--- src/design/rmis_pkg.sv ---
// ----------------------------------------------------------------------------
// rmis_pkg
// Shared types, codes and constants of the RANSAC inlier scorer.
// ----------------------------------------------------------------------------
package rmis_pkg;

	// default structure sizes
	localparam int DEF_MAX_POINTS = 1024;
	localparam int DEF_COORD_BITS = 16;

	// fixed field widths
	localparam int IDX_W      = 10;
	localparam int CRD_W      = 16;
	localparam int PCNT_W     = 11;
	localparam int TOL_W      = 16;
	localparam int STAT_W     = 2;
	localparam int CFG_IDX_W  = 2;
	localparam int CFG_DATA_W = 16;

	// register reset values
	localparam logic              RST_FIT_MODE    = 1'b1;
	localparam logic [PCNT_W-1:0] RST_POINT_COUNT = 11'd1024;
	localparam logic [TOL_W-1:0]  RST_TOLERANCE   = 16'd51;

	typedef enum logic [1:0] {
		OP_LOAD,
		OP_HYP,
		OP_QUERY,
		OP_NEWFIT
	} op_t;

	typedef enum logic [STAT_W-1:0] {
		STAT_OK,
		STAT_BAD_SAMPLE,
		STAT_BAD_INDEX
	} stat_t;

	typedef enum logic [CFG_IDX_W-1:0] {
		CFG_FIT_MODE,
		CFG_POINT_COUNT,
		CFG_TOLERANCE
	} cfg_idx_t;

	typedef enum logic [3:0] {
		BK_IDLE,
		BK_DISPATCH,
		BK_RD1,
		BK_RD2,
		BK_RD3,
		BK_RD_WAIT,
		BK_DIFF,
		BK_CROSS,
		BK_NORM,
		BK_SQ,
		BK_SUM,
		BK_TOL1,
		BK_TOL2,
		BK_SCAN,
		BK_DRAIN,
		BK_FINISH
	} bk_state_t;

	// one classified request as it travels from front to back
	typedef struct packed {
		op_t               op;
		logic [IDX_W-1:0]  idx;
		logic [CRD_W-1:0]  x;
		logic [CRD_W-1:0]  y;
		logic [CRD_W-1:0]  z;
		logic [IDX_W-1:0]  s1;
		logic [IDX_W-1:0]  s2;
		logic [IDX_W-1:0]  s3;
		stat_t             status;
		logic              plane;
		logic [PCNT_W-1:0] limit;
	} req_t;

endpackage

--- src/design/rmis_queue.sv ---
// ----------------------------------------------------------------------------
// rmis_queue
// Two-entry request queue between front and back.
// ----------------------------------------------------------------------------
module rmis_queue import rmis_pkg::*; (
	input  logic clk,
	input  logic arst_n,
	input  logic push,
	input  req_t push_req,
	input  logic pop,
	output logic full,
	output logic valid,
	output req_t head
);

	req_t       ent_q [2];
	logic       wr_q;
	logic       rd_q;
	logic [1:0] cnt_q;

	// pointers and fill level
	always_ff @(posedge clk or negedge arst_n) begin
		if (!arst_n) begin
			wr_q  <= 1'b0;
			rd_q  <= 1'b0;
			cnt_q <= 2'd0;
		end else begin
			if (push)
				wr_q <= ~wr_q;
			if (pop)
				rd_q <= ~rd_q;
			cnt_q <= cnt_q + 2'(push) - 2'(pop);
		end
	end

	// entry storage
	always_ff @(posedge clk) begin
		if (push)
			ent_q[wr_q] <= push_req;
	end

	assign full  = cnt_q == 2'd2;
	assign valid = cnt_q != 2'd0;
	assign head  = ent_q[rd_q];

endmodule

--- config.mk ---
export PLATFORM = sky130hd
export DESIGN_NAME = rmis_queue
export DESIGN_NICKNAME = d
export VERILOG_FILES = /design/src/design/rmis_pkg.sv /design/src/design/rmis_queue.sv
export SDC_FILE = /design/constraint.sdc
export NUM_CORES = 1
export LEC_CHECK = 0
export BUFFER_PORTS_ARGS = -buffer_cell sky130_fd_sc_hd__buf_2
export CAP_MARGIN = 15
export CORE_MARGIN = 3
export CORE_UTILIZATION = 47
export DETAILED_ROUTE_END_ITERATION = 8
export GPL_TIMING_DRIVEN = 0
export PLACE_DENSITY = 0.85
export SLEW_MARGIN = 20
export SYNTH_ARGS = -nofsm -noshare
export SYNTH_HDL_FRONTEND = slang
export SYNTH_SLANG_ARGS = --single-unit
--- constraint.sdc ---
create_clock -name clk -period 5.2 [get_ports clk]
set_clock_uncertainty 0.2 [all_clocks]
set_input_delay 0.78 -clock clk [delete_from_list [all_inputs] [get_ports clk]]
set_output_delay 0.78 -clock clk [all_outputs]
set_load 0.1 [all_outputs]
# ---- Word level (Yosys, flattened, before mapping)
# Memory sizes are Yosys's and may differ from the RTL's.
# Cells that the tools add are included.
dict set report totals {
  register_bits 4
  mem_bits_rw 208
  mem_bits_ro 0
  output_inout_bits 106
  memories 1
  latch_bits 0
}
# memory depth width read_ports rd_ports_with_merged_regs write_ports line_no
set memory_table {}
lappend memory_table {ent_q 2 104 1 0 1 rmis_queue.sv:16} ;# req_t ent_q [2];
dict set report classes {
  multipliers 0
  bitwise_logic 2
  shifts 0
  eq_ne 1
  mux 2
  order_cmp 0
  reduce_logical 1
  n_div 0
  n_addsub 2
}
# operator count
set op_table {}
lappend op_table {{$add A2 B1 Y2} 1}
lappend op_table {{$eq A2 B2 Y1 const B} 1}
lappend op_table {{$mux W1} 2}
lappend op_table {{$not A1 Y1} 2}
lappend op_table {{$reduce_bool A2 Y1} 1}
lappend op_table {{$sub A2 B1 Y2} 1}

# ---- Logic depth before layout (Yosys ltp)
# Gate-level depths: netlist of run 1.
dict set report logic_depth {
  depth_word 2
  depth_mapped 5
  ltp_nobuf 5
}

# ---- Worst setup path before layout of run 1
# OpenSTA, ideal clock, no wires.
dict set report synth_path {
  path_type {input to register}
  start {input push}
  end {memory ent_q[0][0] (netlist bit), enable pin}
  n_path_buf 0
  setup_time_ns 0.580
  required_time_ns 4.420
  path_slack_ns -0.883
  path_stages 1
  t_arrival_ns 5.303
  path_cell_list {nor2b_1}
}
dict set report synth_via {
  elab_chain_cells 2
}
# element line_no
set synth_rtl {}
lappend synth_rtl {{start, declared} rmis_queue.sv:8} ;# input logic push,
lappend synth_rtl {{$mux W1} rmis_queue.sv:38} ;# if (push)
lappend synth_rtl {{$mux W1 (not written as such)} rmis_queue.sv:39} ;# ent_q[wr_q] <= push_req;
lappend synth_rtl {{end, declared} rmis_queue.sv:16}
# No other way between the ends.

==> results of run 1 <==
==> through the flow <==
stage	hold slack, ns	worst slack [ns]	instances	setup TNS (ns)
floorplan	0.2731	1.069	339	0
global placement	0.2862	-0.2774	768	-28.09
detailed placement	0.3452	2.728	773	0
CTS	0.2560	2.227	813	0
global route	0.2537	2.201	813	0
finish	0.2775	2.267	813	0
==> layout make-up <==
cell class	count	area [µm²]	share of cell area, %
Clock buffer	25	583.1	5.704
Tap cell	216	270.3	2.644
Buffer	12	107.6	1.053
Clock inverter	14	247.7	2.424
Timing Repair Buffer	219	1199	11.73
Sequential cell	212	6346	62.09
Multi-Input combinational cell	113	1460	14.29
Inverter	2	7.507	0.07345
==> synth_stat cells (all sizes together) <==
cell type	instances	area share, %
or2	1	0.079
buf	12	1.4
inv	2	0.095
dfrtp	4	1.3
xor3	1	0.30
and2	1	0.079
nor2b	2	0.16
ha	2	0.32
edfxtp	208	79
xor2	2	0.22
mux2	104	17
==> registers in the layout, summed over array words and instances, names as in the netlist <==
signal and count:
cnt_q 2, ent_q 208, rd_q 1, wr_q 1
==> cells by family after synthesis <==
kind of cell,after synthesis,share of synthesized area (%)
simple gates,4,0.3164
fa+ha+maj,2,0.3163
xor+xnor,3,0.5219
flops,212,80.22
mux,104,17.18
buf+inv,14,1.455
==> worst max-delay path, stage by stage (launching register included) <==
cell and delay, ns:
dfrtp_1 0.37, buf_6 0.13, buf_8 0.15, buf_6 0.17, mux2_4 0.21, buf_2 0.42
==> metal layers <==
layer  global-route usage, %  up-vias
met5                       0        -
met4                   4.983        2
met3                   4.123       32
met2                   28.15      154
met1                   17.37     1977
li1                        -     1834
==> worst paths after layout <==
path | end
max in group asynchronous | wr_q
worst max register to register | ent_q[1][65]
worst min-delay path | ent_q[1][6]
worst max-delay path | head[46]
min in group asynchronous | cnt_q[1]
worst min register to register | wr_q
==> cells in the final DEF (no fill, tap or decap), drive strengths merged <==
master	netlist	final
and2	1	1
buf	12	230
bufinv	0	7
clkbuf	0	25
clkinv	0	6
dfrtp	4	4
dlygate4sd3	0	1
edfxtp	208	208
ha	2	2
inv	2	3
mux2	104	104
nor2b	2	2
or2	1	1
xor2	2	2
xor3	1	1
==> metrics.csv, run 1 <==
metric,value,unit
grt_max_degree,58,
fin_crit_sh,56.40,%
synth_fp_nets,449,
cts_buffer_depth,3,
required,4.22,ns
slew_headroom,54.14,%
end_kind,output pin,
r2r_cells,2,
rr_startpoint,wr_q,
post_cts_resized,0,
critPathArrivalTime,1.95,ns
period_needed,2.933,ns
drc,0,
wl_met1,5.410,mm
fillers,1142,
yosys_register_bits,212,
wl_met3,1.134,mm
wl_per_cell,17.97,µm
clock.fmax,0.3410,GHz
crit_fanout,10,
die_h,135.7,µm
cts-root-buf,clkbuf_16,
clk_latency,0.49,ns
cts_tree,yes,
cts_buffers,22,
route.met2.wl,7.721,mm
first_pass_iters,4,
setup_violations,0,
ys_types,14,
syn_area,7911,µm²
htree_levels,1,
tightest_slew,0.6879,ns
drive_above_1_share,62.48,%
place_area,9380,µm²
postRouteWirelength,14.61,mm
timing.reg2reg.setup_slack,3.23,ns
cts_sinks,212,
gp_congestion,0.6822,
fin_util,63.20,%
ctsHoldBuffers,1,
grt_pass1_wl,22.33,mm
grt_overflow,0,
drv_slew,0,
topRoutingLayerUsed,met5,
port_buffers,213,
nets,692,
dp_hpwl,10.14,mm
setup.worst_path.start,rd_q,
clk_pin_slew,0.06,ns
antenna_cells,0,
hold_viol_final,0,
area_growth,29.20,%
core-area,16170,µm²
rsz0062_at_grt,no,
hold_depth,1,
ant_nets,0,
ios,214,
grt_pass1_vias,4397,
fp.dieArea,18430,µm²
die_x,135.7,µm
startpoint_type,flop,
synth_seq_area_share,80.22,%
final_area,10220,µm²
critPathKind,flop to output pin,
status,completed,
cts_setup_buffers,0,
avgSynthCellArea,23.34,µm²
antenna_found_initial,1,
grt_usage,15.35,%
maxCapViolCount,0,
initial_core_util,48.92,%
drt_iter0_drc,170,
hp-start,push_req[6],
synthCells,339,
hold_path_class,input port to flop,
vias,3999,
drt-vias-per-instance,4.919,
row_count,46,
yosysWarnings,0,
Power of run 1 is left out: the tool's default activity adds up to more than one toggle a clock period on the data nets, which glitch-free logic cannot reach.
==> run 2: changes to the inputs <==
--- a/config.mk
+++ b/config.mk
@@ -8,10 +8,10 @@
 export BUFFER_PORTS_ARGS = -buffer_cell sky130_fd_sc_hd__buf_2
 export CAP_MARGIN = 15
 export CORE_MARGIN = 3
-export CORE_UTILIZATION = 47
+export CORE_UTILIZATION = 52
 export DETAILED_ROUTE_END_ITERATION = 8
 export GPL_TIMING_DRIVEN = 0
-export PLACE_DENSITY = 0.85
+export PLACE_DENSITY = 0.88
 export SLEW_MARGIN = 20
 export SYNTH_ARGS = -nofsm -noshare
 export SYNTH_HDL_FRONTEND = slang
==> constraint.sdc (replaced) <==
create_clock -name clk -period 2.9 [get_ports clk]
set_clock_uncertainty 0.2 [all_clocks]
set_input_delay 0.435 -clock clk [delete_from_list [all_inputs] [get_ports clk]]
set_output_delay 0.435 -clock clk [all_outputs]
set_load 0.1 [all_outputs]
==> metrics.csv, run 2 (synthesis gave the netlist of run 1 again) <==
metric,value,unit
cts_buffers,22,
timing.reg2reg.setup_slack,0.92,ns
core-area,14700,µm²
regMostFlops,ent_q,
place_area,9353,µm²
antenna_found_initial,0,
die_h,129.3,µm
path_cells,buf_6 > buf_8 > buf_6 > mux2_4 > buf_2,
port_buffers,213,
setup_violations,0,
crit_fanout,10,
clk_latency,0.49,ns
htree_levels,1,
top_regs,"ent_q: 208 flops, cnt_q: 2 flops",
grt_pass1_wl,26.35,mm
cts_sinks,212,
fillers,792,
final_common_cell,buf_2,
final_area,11140,µm²
initial_core_util,53.82,%
period_needed,2.592,ns
die_x,129.3,µm
drc,0,
clock.fmax,0.3858,GHz
row_count,44,
fp.dieArea,16730,µm²
critPathSlowestCell,buf_2,
critPathKind,flop to output pin,
maxCapViolCount,0,
antenna_cells,0,
area_growth,40.77,%
rsz0062_at_grt,no,
grt_max_degree,44,
grt_overflow,0,
clk_pin_slew,0.07,ns
hp-start,push,
gp_congestion,0.7098,
tightest_slew,0.6488,ns
nets,798,
dp_hpwl,10.02,mm
postRouteWirelength,17.49,mm
grt_pass1_vias,5040,
critPathMostFrequentCell,buf_6,
hold_viol_final,0,
startpoint_type,flop,
setup_ws,0.3079,ns
ctsHoldBuffers,106,
first_pass_iters,4,
fin_crit_sh,89.38,%
status,completed,
layout_common_cells,"buf_2 (218), edfxtp_1 (208), dlygate4sd3_1 (106)",
slew_headroom,56.65,%
crit_buf_inv,4,
largest_reg_flops,208,
wl_per_cell,19.71,µm
vias,4485,
setup.worst_path.start,rd_q,
cts_buffer_depth,3,
ios,214,
cts_tree,yes,
crit_family,buffers and inverters,
cts-root-buf,clkbuf_16,
grt_usage,20.60,%
cts_setup_buffers,0,
rr_startpoint,wr_q,
drv_slew,0,
hold_path_class,input port to flop,
drt_iter0_drc,249,
drive_above_1_share,52.77,%
ant_nets,0,
end_kind,output pin,
setup_tns,0,ns
dp_slack,0.7440,ns
drt-vias-per-instance,5.056,
critPathArrivalTime,1.96,ns
required,2.27,ns
post_cts_resized,0,
crit_path_max_incr_delay,0.43,ns
run 2: final cells by class:
type | count | area (µm²) | area share (%)
inverters | 2 | 7.507 | 0.06741
plain buffers | 12 | 107.6 | 0.9662
clock inverters | 10 | 105.1 | 0.9437
repair buffers | 325 | 2262 | 20.31
clock buffers | 29 | 618.1 | 5.550
well taps | 184 | 230.2 | 2.067
multi-input cells | 113 | 1460 | 13.11
flip-flops and latches | 212 | 6346 | 56.98
run 2: worst paths after layout:
kind | to | depth (start not counted)
max | head[58] | 5
min | wr_q | 2
max reg2reg | ent_q[0][50] | 3
min reg2reg | wr_q | 1
max in group asynchronous | rd_q | 2
min in group asynchronous | cnt_q[0] | 2
run 2: per-layer routing:
metal  track usage [%]  vias up  wire, µm  share of wire [%]
met1             24.13     2185      6430                 37
met5                 0        -         0                  0
met2             37.26      213      9285                 53
met4             7.041        0       494                2.8
met3             4.946       42      1277                7.3
li1                  -     2045         -                  -
run 2: worst reg2reg max path, stage by stage, from the launching register on:
cell and delay, ns:
dfrtp_1 0.43, nor2b_4 0.55, buf_12 0.29, buf_16 0.20
run 2: metrics by stage:
stage / cells / util, % / hold WS [ns]
final: 887 / 75.77 / 0.01029
after CTS: 887 / 75.77 / 0.009933
after detailed placement: 742 / 63.63 / 0.04653
after floorplan: 339 / - / -0.06059
after global routing: 887 / 75.77 / 0.01568
after global placement: 736 / 62.70 / 0.04267
Power of run 2 is left out for the same reason.
==> run 3: changes to the inputs <==
--- a/config.mk
+++ b/config.mk
@@ -8,10 +8,10 @@
 export BUFFER_PORTS_ARGS = -buffer_cell sky130_fd_sc_hd__buf_2
 export CAP_MARGIN = 15
 export CORE_MARGIN = 3
-export CORE_UTILIZATION = 52
+export CORE_UTILIZATION = 45
 export DETAILED_ROUTE_END_ITERATION = 8
 export GPL_TIMING_DRIVEN = 0
-export PLACE_DENSITY = 0.88
+export PLACE_DENSITY = 0.79
 export SLEW_MARGIN = 20
 export SYNTH_ARGS = -nofsm -noshare
 export SYNTH_HDL_FRONTEND = slang
==> metrics.csv, run 3 (synthesis gave the netlist of run 1 again) <==
metric,value,unit
critPathSlowestCell,buf_2,
setup_violations,0,
tightest_slew,0.7319,ns
clock.fmax,0.3890,GHz
r2r_cells,2,
crit_path_max_incr_delay,0.42,ns
antenna_found_initial,0,
first_pass_iters,4,
row_count,47,
cts_sinks,212,
cts_buffers,22,
startpoint_type,flop,
path_cells,buf_6 > buf_8 > buf_6 > mux2_4 > buf_2,
grt_usage,16.59,%
hold_path_class,input port to async pin,
critPathMostFrequentCell,buf_6,
hold_viol_final,0,
cts-root-buf,clkbuf_16,
nets,799,
fillers,1096,
grt_overflow,0,
slew_headroom,51.21,%
fp.dieArea,19210,µm²
largest_reg_flops,208,
grt_max_degree,55,
status,completed,
dp_hpwl,10.26,mm
cts_buffer_depth,3,
crit_fanout,10,
antenna_cells,0,
post_cts_resized,0,
drt_iter0_drc,147,
grt_pass1_wl,25.91,mm
grt_pass1_vias,4989,
ant_nets,0,
port_buffers,213,
die_h,138.6,µm
stdcell_count,920,
layout_common_cells,"buf_2 (218), edfxtp_1 (208), dlygate4sd3_1 (107)",
drt-vias-per-instance,4.852,
cts_setup_buffers,0,
clk_latency,0.49,ns
fin_util,66.07,%
end_kind,output pin,
die_x,138.6,µm
wl_per_cell,17.90,µm
gp_congestion,0.7182,
top_regs,"ent_q: 208 flops, cnt_q: 2 flops",
clk_pin_slew,0.05,ns
htree_levels,1,
period_needed,2.571,ns
drc,0,
maxCapViolCount,0,
drv_slew,0,
critPathKind,flop to output pin,
final_common_cell,buf_2,
cts_tree,yes,
fin_crit_sh,88.65,%
rsz0062_at_grt,no,
regMostFlops,ent_q,
critPathArrivalTime,1.94,ns
ios,214,
postRouteWirelength,16.47,mm
area_growth,40.95,%
drive_above_1_share,52.00,%
required,2.27,ns
vias,4464,
dp_cells,778,
initial_core_util,46.88,%
core-area,16880,µm²
run 3: worst paths after layout:
kind / startpoint / to / slack, ns
max in group asynchronous: arst_n / rd_q / 2.27
setup / recovery: rd_q / head[67] / 0.33
min in group clk: wr_q / wr_q / 0.37
hold / removal: arst_n / cnt_q[0] / 0.10
setup reg to reg: wr_q / ent_q[1][51] / 0.92
hold reg to reg: wr_q / wr_q / 0.37
run 3: layer usage:
metal	global-route usage [%]	vias to the layer above	share of wire [%]
met5	0	-	0
met4	5.772	0	3.0
li1	-	2046	-
met1	18.81	2200	37
met3	4.241	45	6.8
met2	30.42	173	53
run 3: repair_timing:
| item | CTS | global route |
|---|---|---|
| hold endpoints to repair | 214 | 0 |
| hold buffers | 107 | 0 |
| endpoints found under the setup margin | 0 | 0 |
run 3: layout make-up:
type / count / area (µm²) / share of cell area [%]
Inverter: 2 / 7.507 / 0.06732
Sequential cell: 212 / 6346 / 56.91
Clock buffer: 28 / 594.3 / 5.330
Tap cell: 220 / 275.3 / 2.469
Multi-Input combinational cell: 113 / 1460 / 13.09
Clock inverter: 7 / 57.56 / 0.5162
Buffer: 12 / 107.6 / 0.9650
Timing Repair Buffer: 326 / 2302 / 20.65
run 3: metrics by stage:
stage / area (µm²) / TNS (ns) / setup WS (ns) / hold WS [ns]
2_1_floorplan: 7920 / 0 / 0.2662 / -0.06059
3_3_place_gp: 9261 / -80.16 / -0.5896 / 0.04168
3_5_place_dp: 9428 / 0 / 0.7469 / 0.04509
4_1_cts: 11150 / 0 / 0.2866 / 0.06883
5_1_grt: 11150 / 0 / 0.2474 / 0.07982
6_report: 11150 / 0 / 0.3291 / 0.1019
run 3: worst max-delay path, delay by kind of cell, from the launching register on:
family,cells,cell delay [ns]
muxes,1,0.21
buffers and inverters,4,0.87
DFF,1,0.37
Power of run 3 is left out for the same reason.
