$ cat src/design/rmis_pkg.sv
// ----------------------------------------------------------------------------
// rmis_pkg
// Shared types, codes and constants of the RANSAC inlier scorer.
// ----------------------------------------------------------------------------
package rmis_pkg;

	// default structure sizes
	localparam int DEF_MAX_POINTS = 1024;
	localparam int DEF_COORD_BITS = 16;

	// fixed field widths
	localparam int IDX_W      = 10;
	localparam int CRD_W      = 16;
	localparam int PCNT_W     = 11;
	localparam int TOL_W      = 16;
	localparam int STAT_W     = 2;
	localparam int CFG_IDX_W  = 2;
	localparam int CFG_DATA_W = 16;

	// register reset values
	localparam logic              RST_FIT_MODE    = 1'b1;
	localparam logic [PCNT_W-1:0] RST_POINT_COUNT = 11'd1024;
	localparam logic [TOL_W-1:0]  RST_TOLERANCE   = 16'd51;

	typedef enum logic [1:0] {
		OP_LOAD,
		OP_HYP,
		OP_QUERY,
		OP_NEWFIT
	} op_t;

	typedef enum logic [STAT_W-1:0] {
		STAT_OK,
		STAT_BAD_SAMPLE,
		STAT_BAD_INDEX
	} stat_t;

	typedef enum logic [CFG_IDX_W-1:0] {
		CFG_FIT_MODE,
		CFG_POINT_COUNT,
		CFG_TOLERANCE
	} cfg_idx_t;

	typedef enum logic [3:0] {
		BK_IDLE,
		BK_DISPATCH,
		BK_RD1,
		BK_RD2,
		BK_RD3,
		BK_RD_WAIT,
		BK_DIFF,
		BK_CROSS,
		BK_NORM,
		BK_SQ,
		BK_SUM,
		BK_TOL1,
		BK_TOL2,
		BK_SCAN,
		BK_DRAIN,
		BK_FINISH
	} bk_state_t;

	// one classified request as it travels from front to back
	typedef struct packed {
		op_t               op;
		logic [IDX_W-1:0]  idx;
		logic [CRD_W-1:0]  x;
		logic [CRD_W-1:0]  y;
		logic [CRD_W-1:0]  z;
		logic [IDX_W-1:0]  s1;
		logic [IDX_W-1:0]  s2;
		logic [IDX_W-1:0]  s3;
		stat_t             status;
		logic              plane;
		logic [PCNT_W-1:0] limit;
	} req_t;

endpackage

$ cat src/design/rmis_front.sv
// ----------------------------------------------------------------------------
// rmis_front
// Configuration registers and request classification ahead of the queue.
// ----------------------------------------------------------------------------
module rmis_front import rmis_pkg::*; #(
	parameter int MAX_POINTS = DEF_MAX_POINTS
) (
	input  logic                  clk,
	input  logic                  arst_n,
	input  logic                  start,
	input  logic [1:0]            opcode,
	input  logic [IDX_W-1:0]      point_index,
	input  logic signed [CRD_W-1:0] coord_x,
	input  logic signed [CRD_W-1:0] coord_y,
	input  logic signed [CRD_W-1:0] coord_z,
	input  logic [IDX_W-1:0]      sample_one,
	input  logic [IDX_W-1:0]      sample_two,
	input  logic [IDX_W-1:0]      sample_three,
	input  logic                  cfg_we,
	input  logic [CFG_IDX_W-1:0]  cfg_index,
	input  logic [CFG_DATA_W-1:0] cfg_data,
	input  logic                  q_full,
	output logic                  busy,
	output logic                  push,
	output req_t                  push_req,
	output logic [TOL_W-1:0]      tol
);

	logic              fit_mode_q;
	logic [PCNT_W-1:0] point_count_q;
	logic [TOL_W-1:0]  tol_q;
	logic [PCNT_W-1:0] limit;
	logic              bad;
	stat_t             st;
	op_t               op;

	// configuration writes
	always_ff @(posedge clk or negedge arst_n) begin
		if (!arst_n) begin
			fit_mode_q    <= RST_FIT_MODE;
			point_count_q <= RST_POINT_COUNT;
			tol_q         <= RST_TOLERANCE;
		end else if (cfg_we) begin
			case (cfg_idx_t'(cfg_index))
				CFG_FIT_MODE:    fit_mode_q    <= cfg_data[0];
				CFG_POINT_COUNT: point_count_q <= cfg_data[PCNT_W-1:0];
				CFG_TOLERANCE:   tol_q         <= cfg_data[TOL_W-1:0];
				default: ;
			endcase
		end
	end

	// effective scan length and sample checks
	assign op    = op_t'(opcode);
	assign limit = (32'(point_count_q) > MAX_POINTS) ? PCNT_W'(MAX_POINTS) : point_count_q;
	assign bad   = (PCNT_W'(sample_one) >= limit) || (PCNT_W'(sample_two) >= limit) ||
	               (sample_one == sample_two) ||
	               (fit_mode_q && ((PCNT_W'(sample_three) >= limit) ||
	                               (sample_three == sample_one) ||
	                               (sample_three == sample_two)));

	always_comb begin
		st = STAT_OK;
		case (op)
			OP_LOAD, OP_QUERY: begin
				if (32'(point_index) >= MAX_POINTS)
					st = STAT_BAD_INDEX;
			end
			OP_HYP: begin
				if (bad)
					st = STAT_BAD_SAMPLE;
			end
			default: ;
		endcase
	end

	// request into the queue
	assign busy = q_full;
	assign push = start && !q_full;
	assign tol  = tol_q;

	always_comb begin
		push_req.op     = op;
		push_req.idx    = point_index;
		push_req.x      = coord_x;
		push_req.y      = coord_y;
		push_req.z      = coord_z;
		push_req.s1     = sample_one;
		push_req.s2     = sample_two;
		push_req.s3     = sample_three;
		push_req.status = st;
		push_req.plane  = fit_mode_q;
		push_req.limit  = limit;
	end

endmodule

$ cat config.mk
export PLATFORM = sky130hd
export DESIGN_NAME = rmis_front
export DESIGN_NICKNAME = d
export VERILOG_FILES = /design/src/design/rmis_pkg.sv /design/src/design/rmis_front.sv
export SDC_FILE = /design/constraint.sdc
export NUM_CORES = 1
export LEC_CHECK = 0
export BUFFER_PORTS_ARGS = -buffer_cell sky130_fd_sc_hd__buf_2
export CAP_MARGIN = 40
export CORE_AREA = 2 2 91 93
export DETAILED_ROUTE_END_ITERATION = 8
export DIE_AREA = 0 0 93 95
export MAX_ROUTING_LAYER = met4
export PLACE_DENSITY = 0.8
export SLEW_MARGIN = 15
export SYNTH_ARGS = -nofsm -noshare
export SYNTH_HDL_FRONTEND = slang
export SYNTH_SLANG_ARGS = --single-unit
$ cat constraint.sdc
create_clock -name clk -period 2.8 [get_ports clk]
set_input_delay 0.56 -clock clk [delete_from_list [all_inputs] [get_ports clk]]
set_output_delay 0.56 -clock clk [all_outputs]
set_load 0.01 [all_outputs]
; ---- Word-level counts from Yosys, hierarchy flattened
; Index checks and enable logic that the tools add are counted.
[classes]
order_cmp = 4
reduce_logical = 12
muxes = 3
n_eq_ne = 6
[op_table]
columns = operator, n
row1 = $ge A10 B11 Y1, 3
row2 = $eq A10 B10 Y1, 3
row3 = $gt A11 B11 Y1 const B, 1
row4 = $mux W11, 1
row5 = $reduce_and A2 Y1, 3
row6 = $logic_or A1 B1 Y1, 5
row7 = $eq A2 B1 Y1 const B, 2
row8 = $eq A2 B2 Y1 const B, 1
row9 = $logic_and A1 B1 Y1, 2
row10 = $logic_not A2 Y1, 1
row11 = $mux W1, 2
row12 = $logic_not A1 Y1, 1
[totals]
regBits = 28
input_bits = 113
output_inout_bits = 122
elab_cells = 28

; ---- Depth between registers and ports, before layout
; Gate-level depths: netlist (run 1).
[depth]
depth_word = 9
mapped_depth = 9
ltp_nobuf = 8

; ---- Least setup slack after synthesis (run 1)
; Ideal clock, no wire load.
[synth_path]
kind = register -> output
from = reg point_count_q[10]
to = out push_req[12] (netlist name)
arrival_time_ps = 2058
required_time_ps = 2240
stages_incl_launch_ff = 9
setup_slack_ps = 182
n_path_buf = 1
path_cell_list = dfstp_2 > clkbuf_1 > nand2b_1 > ha_1 > nor2b_1 > a2111oi_4 > o21ai_1 > a211oi_2 > a41oi_2
[synth_rtl]
columns = element, line
row1 = "start, declared", rmis_front.sv:30  ; logic [PCNT_W-1:0] point_count_q;
row2 = "start signal, assigned", rmis_front.sv:46  ; CFG_POINT_COUNT: point_count_q <= cfg_data[PCNT_W-1:0];
row3 = "end, declared", rmis_front.sv:25  ; output req_t push_req,

==> impl_metrics.py, run 1 <==
metrics = {
    "yosys": {
        "ys_warn_count": 0,
        "synth-main-ff-cell": "dfrtp_1",
        "synthCells": 293,
        "synth_largest_area_cell": "buf_4",
        "async_flop_share_pct": 100,
        "synth.area.top_cells": "buf_4, dfrtp_1, ha_1",
        "syn_nets": 436,
        "synth_top_area_share_pct": 24.1,
        "ys_types": 39,
        "syn_area_mm2": 0.00289,
        "ys_ff_latch": 28,
        "avgSynthCellArea_um2": 9.87,
        "ys_seq_area_share_pct": 24.5,
        "synth-edff-count": 0,
    },
    "floorplan": {
        "die_y_um": 95,
        "die_x_um": 93,
        "coreArea_mm2": 0.00793,
        "io_pins": 235,
        "rows": 33,
        "start_util_pct": 36.5,
        "dieArea_mm2": 0.00884,
    },
    "final_layout": {
        "fin_nets": 471,
        "design_area_mm2": 0.00317,
        "drive_gt1_share_pct": 58.4,
        "diodes": 0,
        "final_cell_mix": "buf_2, mux2_2, ha_1",
        "syn_to_final_growth_pct": 9.47,
        "final_common_cell": "buf_2",
    },
    "drt": {
        "wl_mm": 7.82,
        "dr_total_vias": 2107,
        "wl_met3_um": 657,
        "drc_errors": 0,
        "route.met2.wl_mm": 4.22,
        "wl_met1_mm": 2.72,
        "first_iter_violations": 30,
        "postRouteAntennaNets": 0,
        "vias_per_cell": 4.88,
        "wl_per_cell_um": 18.1,
        "dr.pass1.iters": 4,
        "routed.top_layer": "met4",
    },
    "timing": {
        "max_freq_mhz": 346,
        "skew_ns": 0,
        "rsz0062_at_grt": "true",
        "hold_viol": 0,
        "setup-violations-final": 1,
        "worst_slack_ns": -0.0912,
        "setup-tns-final_ns": -0.0912,
        "relSlewSlack_pct": 59.3,
        "period_share_pct": 103,
        "tightest_slew_ns": 0.611,
        "report.final.slew_viol_count": 0,
        "post-route-min-period_ns": 2.89,
        "holdWs_ns": 0.287,
    },
    "placed_design": {
        "gp_congestion": 0.821,
        "post-place-ws_ns": -0.00613,
        "post_dp_cell_area_mm2": 0.00290,
        "place_hpwl_mm": 6.67,
        "portBuffers": 117,
    },
    "clock_network": {
        "cts_buffer_depth": 2,
        "cts_buffers": 3,
        "cts_hold_buf": 0,
        "ctsHtreeMaxLevel": 1,
        "cts.sinks": 28,
        "root_buffer": "clkbuf_8",
        "clk_pin_slew_ns": 0.09,
        "cts_tree": "done",
        "clock_latency_ns": 0.27,
    },
    "grt": {
        "grt_pass1_vias": 2238,
        "grt_max_degree": 29,
        "antenna_found_initial": 0,
        "gr-total-overflow": 0,
        "grt_pass1_wl_mm": 11.5,
        "grt.total_usage_pct": 17.1,
    },
    "pwr": {
        "ir_worst_vdd_uv": 464,
        "switchingPower_mw": 0.561,
        "intPower_mw": 1.01,
        "p_leak_nw": 1.61,
        "p_comb_share_pct": 49.2,
        "power_frac_clock_pct": 15.8,
        "powerDensity_mw_per_mm2": 496,
        "sequentialPowerShare_pct": 35.0,
        "total_power_mw": 1.57,
        "swShare_pct": 35.7,
    },
    "min_path": {
        "min_path_type": "in -> async",
    },
    "flow_run": {
        "cap_violations": 0,
    },
    "setup_path": {
        "cp_max_fo": 8,
        "cp-start-kind": "flop",
        "endpoint_kind": "output port",
        "slowest_stage": "dfstp_2",
        "path_buf_inv": 1,
        "critical_path.cell_chain": "nand2b_4, ha_4, nor2b_4, o21a_1, o21a_1, o21bai_1, a21o_2, a41oi_2, buf_2",
        "required_ns": 2.24,
        "crit_type": "reg -> out",
        "crit_family": "compound AO/OA/AOI/OAI gates",
        "worst_ep_arrival_time_ns": 2.33,
        "cp_common_cell": "o21a_1",
        "critPathMaxStageDelay_ns": 0.64,
    },
    "outcome": {
        "status": "complete, but fails checks",
        "violations": "setup timing",
    },
}
-- registers in the layout, indices dropped and copies added, names as in the netlist --
signal / count
fit_mode_q: 1
point_count_q: 11
tol: 16
-- final timing paths --
kind / startpoint / to / slack, ns / cells after the start
max in group asynchronous: arst_n / tol[2]$_DFFE_PN0P_ / 2.11 / 1
worst min-delay path: arst_n / tol[12]$_DFFE_PN0P_ / 0.29 / 1
min in group clk: point_count_q[0]$_DFFE_PN0P_ / point_count_q[0]$_DFFE_PN0P_ / 0.51 / 1
worst max-delay path: point_count_q[10]$_DFFE_PN1P_ / push_req[12] / -0.09 / 9
worst max register to register: point_count_q[10]$_DFFE_PN1P_ / point_count_q[10]$_DFFE_PN1P_ / 1.82 / 2
worst min register to register: point_count_q[0]$_DFFE_PN0P_ / point_count_q[0]$_DFFE_PN0P_ / 0.51 / 1
-- Yosys cell counts, drive strengths merged, types with 6 or more instances --
cell	instances
xnor2	6
xor2	24
buf	95
o21ai	6
nand2b	10
dfstp	6
a21oi	7
ha	30
nor2b	6
dfrtp	22
mux2	28
nor4	6
inv	12
-- cell families after synthesis --
| family | Yosys count | synth area share [%] |
|---|---|---|
| AOI/OAI and AO/OA | 27 | 7.35 |
| adders and majority gates | 30 | 13.0 |
| other | 1 | 0.130 |
| and+or+nand+nor | 40 | 8.78 |
| buffers and inverters | 109 | 26.3 |
| DFF | 28 | 24.5 |
| xor gates and xnor gates | 30 | 9.08 |
| muxes | 28 | 10.9 |
-- layout make-up --
cell class	count	area, µm²
timing repair buffer	127	664
tap	105	131
sequential	28	708
fill	788	4760
inverter	12	45.0
multi-input combinational	156	1560
clock buffer	4	55.1
-- power groups by stage --
stage / Sequential (mW) / Combinational, mW / Clock (mW)
final: 0.550 / 0.773 / 0.247
after floorplan: 0.558 / 0.495 / 0
after global routing: 0.559 / 0.849 / 0.266
after CTS: 0.547 / 0.735 / 0.254
after detailed placement: 0.551 / 0.651 / 0
after global placement: 0.547 / 0.628 / 0
-- through the flow --
stage	cells	util (%)
floorplan	293	-
global placement	419	36.6
detailed placement	419	36.6
CTS	429	39.1
global route	432	39.9
finish	432	39.9
-- repair_timing --
item                       CTS  global route
resized for setup           16             8
setup endpoints to repair    1             1
setup buffers                7             3
pin swaps                    9             9
-- metal layers --
layer  track usage, %  up-vias
li1                 -      972
met4             6.37        0
met1             17.4      977
met3             3.11       33
met5                -        -
met2             32.7      125
(Power assumes the default switching activity.)
==> run 2: changes to the inputs <==
--- a/config.mk
+++ b/config.mk
@@ -12,6 +12,7 @@
 export DIE_AREA = 0 0 93 95
 export MAX_ROUTING_LAYER = met4
 export PLACE_DENSITY = 0.8
+export REMOVE_ABC_BUFFERS = 1
 export SLEW_MARGIN = 15
 export SYNTH_ARGS = -nofsm -noshare
 export SYNTH_HDL_FRONTEND = slang
==> run 2 against run 1 <==
Compared with the run above:
- the run still ends with setup timing left
- clock skew is the same
- critical path type unchanged
- first-iteration DRC count rose by 47%
- wire length grew 48%
- hold slack better by 0.012 ns
- die area stayed put
==> impl_metrics.py, run 2 (synthesis gave the netlist of run 1 again) <==
metrics = {
    "floorplan": {
        "die_x_um": 93,
        "die_y_um": 95,
        "start_util_pct": 36.5,
        "io_pins": 235,
        "dieArea_mm2": 0.00884,
        "rows": 33,
        "coreArea_mm2": 0.00793,
    },
    "clock_network": {
        "cts_hold_buf": 0,
        "clk_pin_slew_ns": 0.09,
        "cts_buffers": 3,
        "root_buffer": "clkbuf_8",
        "ctsHtreeMaxLevel": 1,
        "clock_latency_ns": 0.27,
        "cts.sinks": 28,
        "cts_buffer_depth": 2,
        "cts_tree": "done",
    },
    "timing": {
        "setup-tns-final_ns": -0.0536,
        "holdWs_ns": 0.298,
        "tightest_slew_ns": 0.638,
        "setup-violations-final": 1,
        "rsz0062_at_grt": "true",
        "post-route-min-period_ns": 2.85,
        "relSlewSlack_pct": 57.5,
        "hold_viol": 0,
        "max_freq_mhz": 350,
        "report.final.slew_viol_count": 0,
        "period_share_pct": 102,
        "skew_ns": 0,
        "worst_slack_ns": -0.0536,
    },
    "drt": {
        "dr_total_vias": 2217,
        "dr.pass1.iters": 4,
        "postRouteAntennaNets": 0,
        "drc_errors": 0,
        "first_iter_violations": 44,
        "vias_per_cell": 5.11,
        "wl_mm": 11.6,
        "wl_per_cell_um": 26.7,
    },
    "grt": {
        "grt_max_degree": 29,
        "grt.total_usage_pct": 25.9,
        "gr-total-overflow": 0,
        "antenna_found_initial": 0,
        "grt_pass1_wl_mm": 15.3,
        "grt_pass1_vias": 2086,
    },
    "setup_path": {
        "required_ns": 2.24,
        "worst_ep_arrival_time_ns": 2.29,
        "reg2reg_depth": 4,
        "regToRegEndpoint": "point_count_q[10]$_DFFE_PN1P_",
        "cp-start-kind": "flop",
        "crit_type": "reg -> out",
        "cp_max_fo": 7,
        "reg2reg_from": "point_count_q[10]$_DFFE_PN1P_",
        "rrSetupSlack_ns": 1.66,
        "endpoint_kind": "output port",
    },
    "final_layout": {
        "diodes": 0,
        "final_util_pct": 40.5,
        "fin_nets": 473,
        "final_cell_mix": "buf_2, mux2_2, xor2_1, ha_1, dfrtp_1",
        "syn_to_final_growth_pct": 10.9,
        "drive_gt1_share_pct": 59.0,
        "fillers": 812,
        "multi_input_area_mm2": 0.00158,
        "seq_area_um2": 708,
        "final_cells": 434,
        "final_common_cell": "buf_2",
        "largest_reg_flops": 16,
    },
    "min_path": {
        "min_path_type": "in -> async",
    },
    "placed_design": {
        "gp_congestion": 0.943,
        "dp.cells": 422,
        "portBuffers": 117,
        "place_hpwl_mm": 10.2,
    },
    "outcome": {
        "violations": "setup timing",
        "status": "complete, but fails checks",
    },
    "flow_run": {
        "cap_violations": 0,
    },
    "pwr": {
        "p_leak_nw": 1.62,
        "ir_worst_vdd_uv": 356,
        "powerDensity_mw_per_mm2": 495,
        "total_power_mw": 1.59,
    },
}
run 2: cell types whose count changed in the layout (fill, tap and decap cells not counted), sizes merged:
cell | before | now
buf | 127 | 129
run 2: worst max path at each step:
stage | slack, ns | end | from | depth (start not counted)
after floorplan | 0.26 | push_req[12] | point_count_q[10]$_DFFE_PN1P_ | 8
after global placement | 0.09 | push_req[12] | point_count_q[10]$_DFFE_PN1P_ | 8
after detailed placement | -0.01 | push_req[12] | point_count_q[10]$_DFFE_PN1P_ | 9
after CTS | -0.09 | push_req[12] | point_count_q[10]$_DFFE_PN1P_ | 9
after global routing | -0.17 | push_req[12] | point_count_q[10]$_DFFE_PN1P_ | 9
final | -0.05 | push_req[12] | point_count_q[10]$_DFFE_PN1P_ | 10
run 2: worst max-delay path, stage by stage (launching register included):
cell and delay, ns:
dfstp_2 0.63, buf_4 0.17, nand2b_4 0.15, ha_1 0.20, a21oi_4 0.07, nor2b_2 0.16
a2111oi_4 0.05, o21ai_1 0.17, a211oi_2 0.05, a41oi_2 0.22, buf_2 0.16
run 2: through the flow:
stage / setup slack [ns] / cell area [µm²]
CTS: -0.0905 / 3100
finish: -0.0536 / 3210
floorplan: 0.262 / 2180
detailed placement: -0.0106 / 2920
global placement: 0.0901 / 2920
global route: -0.168 / 3210
run 2: timing repair:
item / in CTS / in global routing
gates resized for setup: 15 / 14
pin swaps: 8 / 14
setup buffers: 5 / 3
endpoints found under the setup margin: 1 / 1
run 2: power by group:
part | internal [mW] | leakage, nW | switching, mW
clock network | 0.126 | 0.0288 | 0.122
registers | 0.493 | 0.323 | 0.0578
logic | 0.400 | 1.27 | 0.390
run 2: final cells by class:
type                            count  area share, %
Multi-Input combinational cell    156           49.3
Sequential cell                    28           22.1
Timing Repair Buffer              129           21.4
Tap cell                          105           4.09
Clock buffer                        4           1.72
Inverter                           12           1.40
run 2: metal layers:
metal  part of all wire [%]  vias up  global-route usage, %
li1                       -      977                      -
met4                   0.34        0                   2.70
met2                     43      212                   38.0
met5                      0        -                      -
met1                     33     1024                   25.1
met3                     24        4                   26.3
